File: config.mk
export PLATFORM = sky130hd
export DESIGN_NAME = rectilinear_path_area_bbox
export DESIGN_NICKNAME = d
export VERILOG_FILES = /design/src/sv/rpab_pkg.sv /design/src/sv/rectilinear_path_area_bbox.sv
export SDC_FILE = /design/constraint.sdc
export NUM_CORES = 2
export LEC_CHECK = 0
export BUFFER_PORTS_ARGS = -buffer_cell sky130_fd_sc_hd__buf_2
export CAP_MARGIN = 0
export CORE_ASPECT_RATIO = 1.5
export CORE_UTILIZATION = 55
export CTS_CLUSTER_SIZE = 12
export DETAILED_ROUTE_END_ITERATION = 8
export HOLD_SLACK_MARGIN = 0.12
export PLACE_DENSITY = 0.72
export SKIP_LAST_GASP = 1
export SLEW_MARGIN = 20
export SYNTH_ARGS = -nofsm -noshare
export SYNTH_HDL_FRONTEND = slang
export SYNTH_SLANG_ARGS = --single-unit
File: constraint.sdc
create_clock -name clk_i -period 9.97 [get_ports clk_i]
set_clock_uncertainty 0.05 [all_clocks]
set_input_delay 1.4955 -clock clk_i [delete_from_list [all_inputs] [get_ports clk_i]]
set_output_delay 1.4955 -clock clk_i [all_outputs]
set_load 0.1 [all_outputs]
File: src/sv/rpab_pkg.sv
`timescale 1ns / 1ps
// ----------------------------------------------------------------------------
// rpab_pkg
// Shared types and constants of the rectilinear path area and bounding box
// block.
// ----------------------------------------------------------------------------
package rpab_pkg;

  localparam int CoordW     = 25;
  localparam int OpW        = CoordW + 1;
  localparam int SumW       = 50;
  localparam int AreaW      = 49;
  localparam int LenW       = 16;
  localparam int DirW       = 2;
  localparam int CntOutW    = 9;
  localparam int CntOutMax  = 511;
  localparam int MinForArea = 4;

  localparam int InPackW   = DirW + LenW;
  localparam int InDataW   = ((InPackW + 7) / 8) * 8;
  localparam int OutPackW  = AreaW + 4 * CoordW + CntOutW;
  localparam int OutDataW  = ((OutPackW + 7) / 8) * 8;

  typedef enum logic [DirW-1:0] {
    DirRight = 2'd0,
    DirLeft  = 2'd1,
    DirUp    = 2'd2,
    DirDown  = 2'd3
  } dir_e;

  typedef struct packed {
    logic                     ovf;
    logic                     short_path;
    logic [CntOutW-1:0]       seg;
    logic signed [CoordW-1:0] max_y;
    logic signed [CoordW-1:0] min_y;
    logic signed [CoordW-1:0] max_x;
    logic signed [CoordW-1:0] min_x;
  } result_meta_t;

endpackage

File: src/sv/rectilinear_path_area_bbox.sv
`timescale 1ns / 1ps
// ----------------------------------------------------------------------------
// rectilinear_path_area_bbox
// Walks a rectilinear outline from the origin, accumulates the shoelace sum
// and the bounding box, and reports twice the area on the final move.
// ----------------------------------------------------------------------------
//  channel   dir  transaction                   tdata (low bit up)           tuser
//  s_axis    in   one move                      direction, length            -
//  m_axis    out  one result per final move     twice_area, box_min_x,       overflowed
//                                               box_max_x, box_min_y,
//                                               box_max_y, segment_total
//
//  One move per clock unless a final move waits on a full output register.
//  Stages: input register, position update, multiply, accumulate/output.
//  Reset clears the point, sum, count and box at once; no clearing pass.
//  Only a final move waits on a full output register; other moves drain.
// ----------------------------------------------------------------------------
module rectilinear_path_area_bbox #(
  parameter int MAX_MOVES   = 256,
  parameter int LENGTH_BITS = 16
) (
  input  logic                           clk_i,
  input  logic                           rst_ni,
  input  logic                           s_axis_tvalid_i,
  output logic                           s_axis_tready_o,
  // direction[1:0], length[17:2], zero pad
  input  logic [rpab_pkg::InDataW-1:0]   s_axis_tdata_i,
  input  logic                           s_axis_tlast_i,
  output logic                           m_axis_tvalid_o,
  input  logic                           m_axis_tready_i,
  // twice_area[48:0], box_min_x[73:49], box_max_x[98:74], box_min_y[123:99],
  // box_max_y[148:124], segment_total[157:149], zero pad
  output logic [rpab_pkg::OutDataW-1:0]  m_axis_tdata_o,
  // overflowed[0]
  output logic                           m_axis_tuser_o
);
  import rpab_pkg::*;

  localparam int CntW     = $clog2(MAX_MOVES + 1);
  localparam int CntExtW  = (CntW > CntOutW) ? CntW : CntOutW;
  localparam int LenUseW  = (LENGTH_BITS < LenW) ? LENGTH_BITS : LenW;

  // input register
  logic             in_vld_q;
  dir_e             in_dir_q;
  logic [LenW-1:0]  in_len_q;
  logic             in_last_q;

  // walk state
  logic signed [CoordW-1:0] cur_x_q, cur_y_q;
  logic signed [CoordW-1:0] low_x_q, high_x_q, low_y_q, high_y_q;
  logic [CntW-1:0]          moves_q;
  logic                     ovf_q;
  logic signed [SumW-1:0]   sum_q;

  // operand stage
  logic                     op_vld_q, op_last_q, op_pv_q;
  logic signed [OpW-1:0]    op_a_q, op_b_q;
  result_meta_t             op_meta_q;

  // product stage
  logic                     prod_vld_q, prod_last_q, prod_pv_q;
  logic [SumW-1:0]          prod_q;
  result_meta_t             prod_meta_q;

  // output register
  logic                     out_vld_q;
  logic [AreaW-1:0]         out_area_q;
  result_meta_t             out_meta_q;

  logic en_in, en_op, en_prod, out_free, step;

  logic                     room, x_move;
  logic signed [CoordW-1:0] len_c, ex, ey;
  logic signed [CoordW-1:0] nlow_x, nhigh_x, nlow_y, nhigh_y;
  logic [CntW-1:0]          fin_cnt;
  logic [CntExtW-1:0]       cnt_ext;
  logic signed [OpW-1:0]    op_a_d, op_b_d;
  logic signed [2*OpW-1:0]  prod_full;
  logic [SumW-1:0]          sum_abs;
  result_meta_t             meta_d;

  // handshake chain
  assign out_free = !out_vld_q || m_axis_tready_i;
  assign en_prod  = !prod_vld_q || !prod_last_q || out_free;
  assign en_op    = !op_vld_q || en_prod;
  assign en_in    = !in_vld_q || en_op;
  assign step     = in_vld_q && en_op;

  assign s_axis_tready_o = en_in;

  // position update
  always_comb begin
    room   = moves_q < CntW'(MAX_MOVES);
    len_c  = CoordW'(in_len_q[LenUseW-1:0]);
    ex     = cur_x_q;
    ey     = cur_y_q;
    x_move = 1'b0;
    unique case (in_dir_q)
      DirRight: begin
        ex     = cur_x_q + len_c;
        x_move = 1'b1;
      end
      DirLeft: begin
        ex     = cur_x_q - len_c;
        x_move = 1'b1;
      end
      DirUp:    ey = cur_y_q - len_c;
      DirDown:  ey = cur_y_q + len_c;
      default:  ey = cur_y_q;
    endcase

    nlow_x  = (ex < low_x_q)  ? ex : low_x_q;
    nhigh_x = (ex > high_x_q) ? ex : high_x_q;
    nlow_y  = (ey < low_y_q)  ? ey : low_y_q;
    nhigh_y = (ey > high_y_q) ? ey : high_y_q;

    if (x_move) begin
      op_a_d = OpW'(cur_x_q) - OpW'(ex);
      op_b_d = OpW'(cur_y_q);
    end else begin
      op_a_d = OpW'(cur_x_q);
      op_b_d = OpW'(ey) - OpW'(cur_y_q);
    end

    fin_cnt = room ? (moves_q + CntW'(1)) : moves_q;
    cnt_ext = CntExtW'(fin_cnt);

    meta_d.ovf        = ovf_q || !room;
    meta_d.short_path = fin_cnt < CntW'(MinForArea);
    meta_d.seg        = (cnt_ext > CntExtW'(CntOutMax)) ? CntOutW'(CntOutMax)
                                                         : cnt_ext[CntOutW-1:0];
    meta_d.min_x      = room ? nlow_x  : low_x_q;
    meta_d.max_x      = room ? nhigh_x : high_x_q;
    meta_d.min_y      = room ? nlow_y  : low_y_q;
    meta_d.max_y      = room ? nhigh_y : high_y_q;
  end

  assign prod_full = op_a_q * op_b_q;
  assign sum_abs   = sum_q[SumW-1] ? (~sum_q + SumW'(1)) : sum_q;

  // control and walk state
  always_ff @(posedge clk_i or negedge rst_ni) begin
    if (!rst_ni) begin
      in_vld_q    <= 1'b0;
      op_vld_q    <= 1'b0;
      prod_vld_q  <= 1'b0;
      out_vld_q   <= 1'b0;
      cur_x_q     <= '0;
      cur_y_q     <= '0;
      low_x_q     <= '0;
      high_x_q    <= '0;
      low_y_q     <= '0;
      high_y_q    <= '0;
      moves_q     <= '0;
      ovf_q       <= 1'b0;
      sum_q       <= '0;
    end else begin
      if (en_in) begin
        in_vld_q <= s_axis_tvalid_i;
      end
      if (en_op) begin
        op_vld_q <= in_vld_q;
      end
      if (en_prod) begin
        prod_vld_q <= op_vld_q;
      end

      if (prod_vld_q && prod_last_q && out_free) begin
        out_vld_q <= 1'b1;
      end else if (m_axis_tready_i) begin
        out_vld_q <= 1'b0;
      end

      if (prod_vld_q && en_prod) begin
        if (prod_last_q) begin
          sum_q <= '0;
        end else if (prod_pv_q) begin
          sum_q <= sum_q + signed'(prod_q);
        end
      end

      if (step) begin
        priority if (in_last_q) begin
          cur_x_q  <= '0;
          cur_y_q  <= '0;
          low_x_q  <= '0;
          high_x_q <= '0;
          low_y_q  <= '0;
          high_y_q <= '0;
          moves_q  <= '0;
          ovf_q    <= 1'b0;
        end else if (room) begin
          cur_x_q  <= ex;
          cur_y_q  <= ey;
          low_x_q  <= nlow_x;
          high_x_q <= nhigh_x;
          low_y_q  <= nlow_y;
          high_y_q <= nhigh_y;
          moves_q  <= fin_cnt;
        end else begin
          ovf_q    <= 1'b1;
        end
      end
    end
  end

  // payload
  always_ff @(posedge clk_i) begin
    if (en_in && s_axis_tvalid_i) begin
      in_dir_q  <= dir_e'(s_axis_tdata_i[DirW-1:0]);
      in_len_q  <= s_axis_tdata_i[DirW+LenW-1:DirW];
      in_last_q <= s_axis_tlast_i;
    end
    if (step) begin
      op_last_q <= in_last_q;
      op_pv_q   <= room && !in_last_q;
      op_a_q    <= op_a_d;
      op_b_q    <= op_b_d;
      op_meta_q <= meta_d;
    end
    if (en_prod && op_vld_q) begin
      prod_last_q <= op_last_q;
      prod_pv_q   <= op_pv_q;
      prod_q      <= prod_full[SumW-1:0];
      prod_meta_q <= op_meta_q;
    end
    if (prod_vld_q && prod_last_q && out_free) begin
      out_area_q <= prod_meta_q.short_path ? '0 : sum_abs[AreaW-1:0];
      out_meta_q <= prod_meta_q;
    end
  end

  assign m_axis_tvalid_o = out_vld_q;
  assign m_axis_tuser_o  = out_meta_q.ovf;
  assign m_axis_tdata_o  = {{(OutDataW-OutPackW){1'b0}}, out_meta_q.seg,
                            out_meta_q.max_y, out_meta_q.min_y,
                            out_meta_q.max_x, out_meta_q.min_x, out_area_q};

  a_last_no_product: assert property (@(posedge clk_i) disable iff (!rst_ni)
    prod_vld_q && prod_last_q |-> !prod_pv_q)
    else $error("final move carries a cross product");

  a_short_zero_area: assert property (@(posedge clk_i) disable iff (!rst_ni)
    out_vld_q && (out_meta_q.seg < CntOutW'(MinForArea)) |-> out_area_q == '0)
    else $error("short outline reports nonzero area");

  a_box_has_origin: assert property (@(posedge clk_i) disable iff (!rst_ni)
    out_vld_q |-> (out_meta_q.min_x <= 0) && (out_meta_q.max_x >= 0) &&
                  (out_meta_q.min_y <= 0) && (out_meta_q.max_y >= 0))
    else $error("bounding box excludes the origin");

  a_count_bound: assert property (@(posedge clk_i) disable iff (!rst_ni)
    out_vld_q |-> int'(out_meta_q.seg) <= MAX_MOVES)
    else $error("segment count above limit");

  a_walk_cleared: assert property (@(posedge clk_i) disable iff (!rst_ni)
    step && in_last_q |=> (moves_q == '0) && !ovf_q && (cur_x_q == '0))
    else $error("walk state not cleared after final move");

endmodule
[After elaboration in Yosys (flattened, before gate mapping)]
Index checks and enable logic that the tools add are counted.
Word-level totals
  output and inout port bits: 163
  bits in registers: 720
Operators by class
  $mul: 1
  $add $sub $neg: 9
  equal/unequal tests: 4
  muxes and demuxes: 31
  magnitude comparators: 7
  bitwise operators: 1
  reduce and logical (&&, ||, !) cells: 28
Operator list (number)
  $mux 25: 16
  $mux 50: 2
  $pmux 25 s2: 2
  $mux 26: 2
  $sub 25x25->26: 2
  $add 25x17->25: 2
  $add 50x50->50: 1
  $gt 25x25->1: 2
  $lt 25x25->1: 2
  $mul 26x26->50: 1
  $sub 25x17->25: 2
  $add 49x2->49 const B: 1
  $mux 49: 1
  $not 49->49: 1
  $mux 9: 3
  $add 9x1->9 const B: 1
  $gt 9x9->1 const B: 1
  $lt 9x3->1 const B: 1
  $lt 9x9->1 const B: 1
  $logic_and 1x1->1: 7
  $logic_not 1->1: 7
  $logic_or 1x1->1: 6
  $reduce_and 2->1: 3
  $reduce_bool 2->1: 3
  6 further kinds: 11

[Logic depth before layout (Yosys ltp)]
  depth in word-level cells: 6
  mapped depth: 32
  depth with buffers taken out: 30

[Least setup slack after synthesis]
OpenSTA, ideal clock, no wires.
  path kind: in2reg
  start point: in m_axis_tready_i
  end point: reg prod_last_q, enable pin
  required time: 9.213 ns
  stages: 3
  slack: 0.292 ns
  arrival time: 8.921 ns
  path buffers: 0
  cells stage by stage: nand2b_1 > nor2_1 > nor2b_1
On the way
  longest elaborated chain between the ends: 3
RTL lines
  from (decl): line rectilinear_path_area_bbox.sv:30  | input logic m_axis_tready_i,
  $logic_or 1x1->1: line rectilinear_path_area_bbox.sv:84  | assign out_free = !out_vld_q || m_axis_tready_i;
  $logic_or 1x1->1: line rectilinear_path_area_bbox.sv:85  | assign en_prod = !prod_vld_q || !prod_last_q || out_free;
  $logic_and 1x1->1: line rectilinear_path_area_bbox.sv:222  | if (en_prod && op_vld_q) begin
  to (signal assigned): line rectilinear_path_area_bbox.sv:223  | prod_last_q <= op_last_q;
  to (decl): line rectilinear_path_area_bbox.sv:62  | logic prod_vld_q, prod_last_q, prod_pv_q;
Every way passes these cells.
A chain may end at the register's enable or synchronous reset.

[Worst setup path in the final report]
  start point: reg op_a_q[19]
  end point: reg prod_q[49], data pin
On the way
  longest elaborated chain between the ends: 1
RTL lines
  from (decl): line rectilinear_path_area_bbox.sv:58  | logic signed [OpW-1:0] op_a_q, op_b_q;
  from (signal assigned): line rectilinear_path_area_bbox.sv:218  | op_a_q <= op_a_d;
  $mul 26x26->50: line rectilinear_path_area_bbox.sv:139  | assign prod_full = op_a_q * op_b_q;
  via prod_full[49]: line rectilinear_path_area_bbox.sv:79  | logic signed [2*OpW-1:0] prod_full;
  to (signal assigned): line rectilinear_path_area_bbox.sv:225  | prod_q <= prod_full[SumW-1:0];
  to (decl): line rectilinear_path_area_bbox.sv:63  | logic [SumW-1:0] prod_q;
The timed path passes the listed nets, and every way through them passes these cells.

==> metrics <==
outcome finished, final reports clean; Hold Violations, Final 0; Setup crit end kind flip-flop; Reg2Reg Depth 24; Fin Setup TNS 0 ns; die height 406 um; sequential fraction of the synthesis area 34.3%; layout cells sized above 1 7.82%; Layout fillers 9010; Final Cell Area 65000 um2; DR vias/cell 5.69; synth top area cells edfxtp_1 (25%), fa_1 (23%), dfrtp_1 (8.9%); routed len/inst 19.8 um; pins over their slew limit 0; Netlist cell types 75; final WL 146 mm; hpwl dp 111 mm; initial DRC count 2655; Crit Path Category flip-flop to flip-flop; CTS tree built; Final #Nets 6986; Rel. slew slack 17.2%; Yosys top cell by area edfxtp_1; fmax 109 MHz; hold depth 0; gpl congestion 0.942; Worst Slack Setup Final 0.812 ns; vias in the first global route 44.2k; yosys warns 0; CTS max path bufs 3; Setup Buffers After CTS 0; Tot GR Track Use 27.0%; Cells after Synth 5738; Worst-Skew Late Latency 0.68 ns; number of H-tree branching levels 3; total clock sinks 720; Rows 148; Final Util 60.0%; critical path required time 10.35 ns; Worst-path clk slew 0.06 ns; Worst-Margin Slew 1.24 ns; ant diodes 0; port bufs 183; DRC viols 0; crit path time final 9.16 ns; final global-route overflow total 0; Final setup viols 0; PostCTS Resize Cnt 0; core area 108000 um2; Num CTS Buffers 74; Starting Density 55.3%; Arr. time, crit path 9.54 ns; DIE WIDTH 272 um; Root Buffer clkbuf_16; Seq cells post-synth 720; placed cell area 62600 um2; global-route wire length before repair 232 mm; Async S/R FF share, synth 29.7%; vias 41.9k; Crit Path Max Fanout 17; Post-CTS Hold Buffers 0; Die ar. 110000 um2; share of the synthesized area in the top cell type 25.3%; ANT nets after route 0; RSZ-0062 raised after global routing no; max-cap violations 0; # IOs 192; Synth Cell Area 60000 um2; Worst Setup Start Kind flip-flop; pre-CTS WS 0.900 ns; largest net degree at the start of global routing 154; First-pass DRT Iterations 5; Area Overhead vs Synth 8.37%; syn avg cell area 10.4 um2; dominant synthesized flop cell edfxtp_1; worst min path class flip-flop to flip-flop; Final Cycle Share 91.9%; Post-synth EDFFs 506; initial antenna violation count 1
## layer usage
metal  vias to the layer above  routed length, um  track usage, %
met1                     21000              54100            30.4
li1                      19100                  -               -
met3                       451               6830            3.05
met5                         -                  0               0
met2                      1328              76300            49.4
met4                         0               8490            14.9
## synthesized netlist by cell type (8+ instances only)
library cell and n:
nand2b_1 48, nand3_1 40, and4_1 9, nor3_1 48
nand2_1 682, o211ai_1 12, mux2_2 55, or2_2 8
and2_1 280, o21a_1 41, mux2i_1 21, a22o_1 66
nor2b_1 33, xor2_1 121, a31o_2 12, a211oi_1 29
buf_1 18, a21oi_1 200, o22ai_1 15, nor2_1 259
a211o_1 12, nor4_1 8, and3_1 8, o41ai_1 13
a31oi_1 27, xnor2_1 135, clkbuf_1 194, fa_1 697
a21o_1 111, or4_1 9, inv_1 898, o21ai_0 301
dfrtp_1 214, edfxtp_1 506, o31ai_1 36, ha_1 389
nand4_1 33, o21bai_1 24, or3_1 25
## registers in the layout, indices dropped and copies added, names as in the netlist, 26 cells and up
| name | flops |
|---|---|
| op_a_q | 26 |
| m_axis_tdata_o | 109 |
| prod_meta_q | 111 |
| op_b_q | 26 |
| prod_q | 50 |
| sum_q | 50 |
| op_meta_q | 111 |
| out_area_q | 49 |
## cells in the final DEF, fill, tap and decap left out, types with 9 or more instances in the layout
cell and count:
a211o_1 12, a211oi_1 29, a21o_1 111, a21oi_1 199
a22o_1 66, a31o_2 12, a31oi_1 26, and2_1 280
and4_1 9, buf_2 182, buf_4 81, clkbuf_1 37
clkbuf_16 74, dfrtp_1 214, edfxtp_1 506, fa_1 697
ha_1 389, inv_1 897, mux2_2 55, mux2i_1 21
nand2_1 681, nand2b_1 48, nand3_1 40, nand4_1 33
nor2_1 255, nor2b_1 32, nor3_1 48, o211ai_1 12
o21a_1 41, o21ai_0 301, o21bai_1 24, o22ai_1 15
o31ai_1 36, o41ai_1 13, or3_1 25, or4_1 9
xnor2_1 135, xor2_1 121
## critical path, cell delays in order (launching register included)
cell and delay (ns):
edfxtp_1 1.03, nand2_1 0.19, fa_1 0.55, inv_1 0.07
fa_1 0.49, inv_1 0.07, fa_1 0.51, fa_1 0.53
inv_1 0.06, fa_1 0.52, fa_1 0.52, inv_1 0.06
fa_1 0.50, inv_1 0.05, ha_1 0.35, nand2_1 0.12
nor3_1 0.28, nand3_1 0.16, a211oi_1 0.56, o41ai_1 0.22
a21oi_1 0.46, a31oi_1 0.32, o311ai_0 0.79, o221ai_1 0.28
xnor2_1 0.18
## area by class of cell
type | instances | area, um2 | area share, %
Clock buffer | 114 | 2030 | 3.13
Clock inverter | 22 | 287 | 0.441
Inverter | 900 | 3390 | 5.22
Multi-Input combinational cell | 3904 | 35300 | 54.3
Sequential cell | 720 | 20500 | 31.6
Tap cell | 1425 | 1780 | 2.74
Timing Repair Buffer | 271 | 1660 | 2.55
## per-stage QoR
| step | std cells | hold slack [ns] |
|---|---|---|
| after floorplan | 5739 | 0.350 |
| after global placement | 7215 | 0.352 |
| after detailed placement | 7217 | 0.355 |
| after CTS | 7353 | 0.366 |
| after global routing | 7356 | 0.370 |
| final | 7356 | 0.366 |
## worst paths after layout
check	startpoint	endpoint	slack, ns
worst max-delay path	op_a_q[19]$_DFFE_PP_	prod_q[49]$_DFFE_PP_	0.81
min in group asynchronous	rst_ni	high_y_q[7]$_DFFE_PN0P_	0.73
worst min register to register	prod_meta_q[67]$_DFFE_PP_	m_axis_tdata_o[116]$_DFFE_PP_	0.37
max in group asynchronous	rst_ni	sum_q[28]$_DFFE_PN0P_	7.23
worst min-delay path	prod_meta_q[67]$_DFFE_PP_	m_axis_tdata_o[116]$_DFFE_PP_	0.37
worst max register to register	op_a_q[19]$_DFFE_PP_	prod_q[49]$_DFFE_PP_	0.81
## cell families after synthesis
| logic type | after synthesis | synth area share [%] |
|---|---|---|
| flops | 720 | 34.3 |
| mux | 76 | 1.38 |
| buf+inv | 1115 | 7.00 |
| compound gates | 976 | 10.4 |
| simple gates | 1508 | 11.8 |
| xor+xnor | 256 | 3.74 |
| other cells | 1 | 0.00625 |
| fa+ha+maj | 1086 | 31.4 |
Power is not shown: default switching activity piles up to over one toggle a cycle in this logic, so the estimate is an artifact.
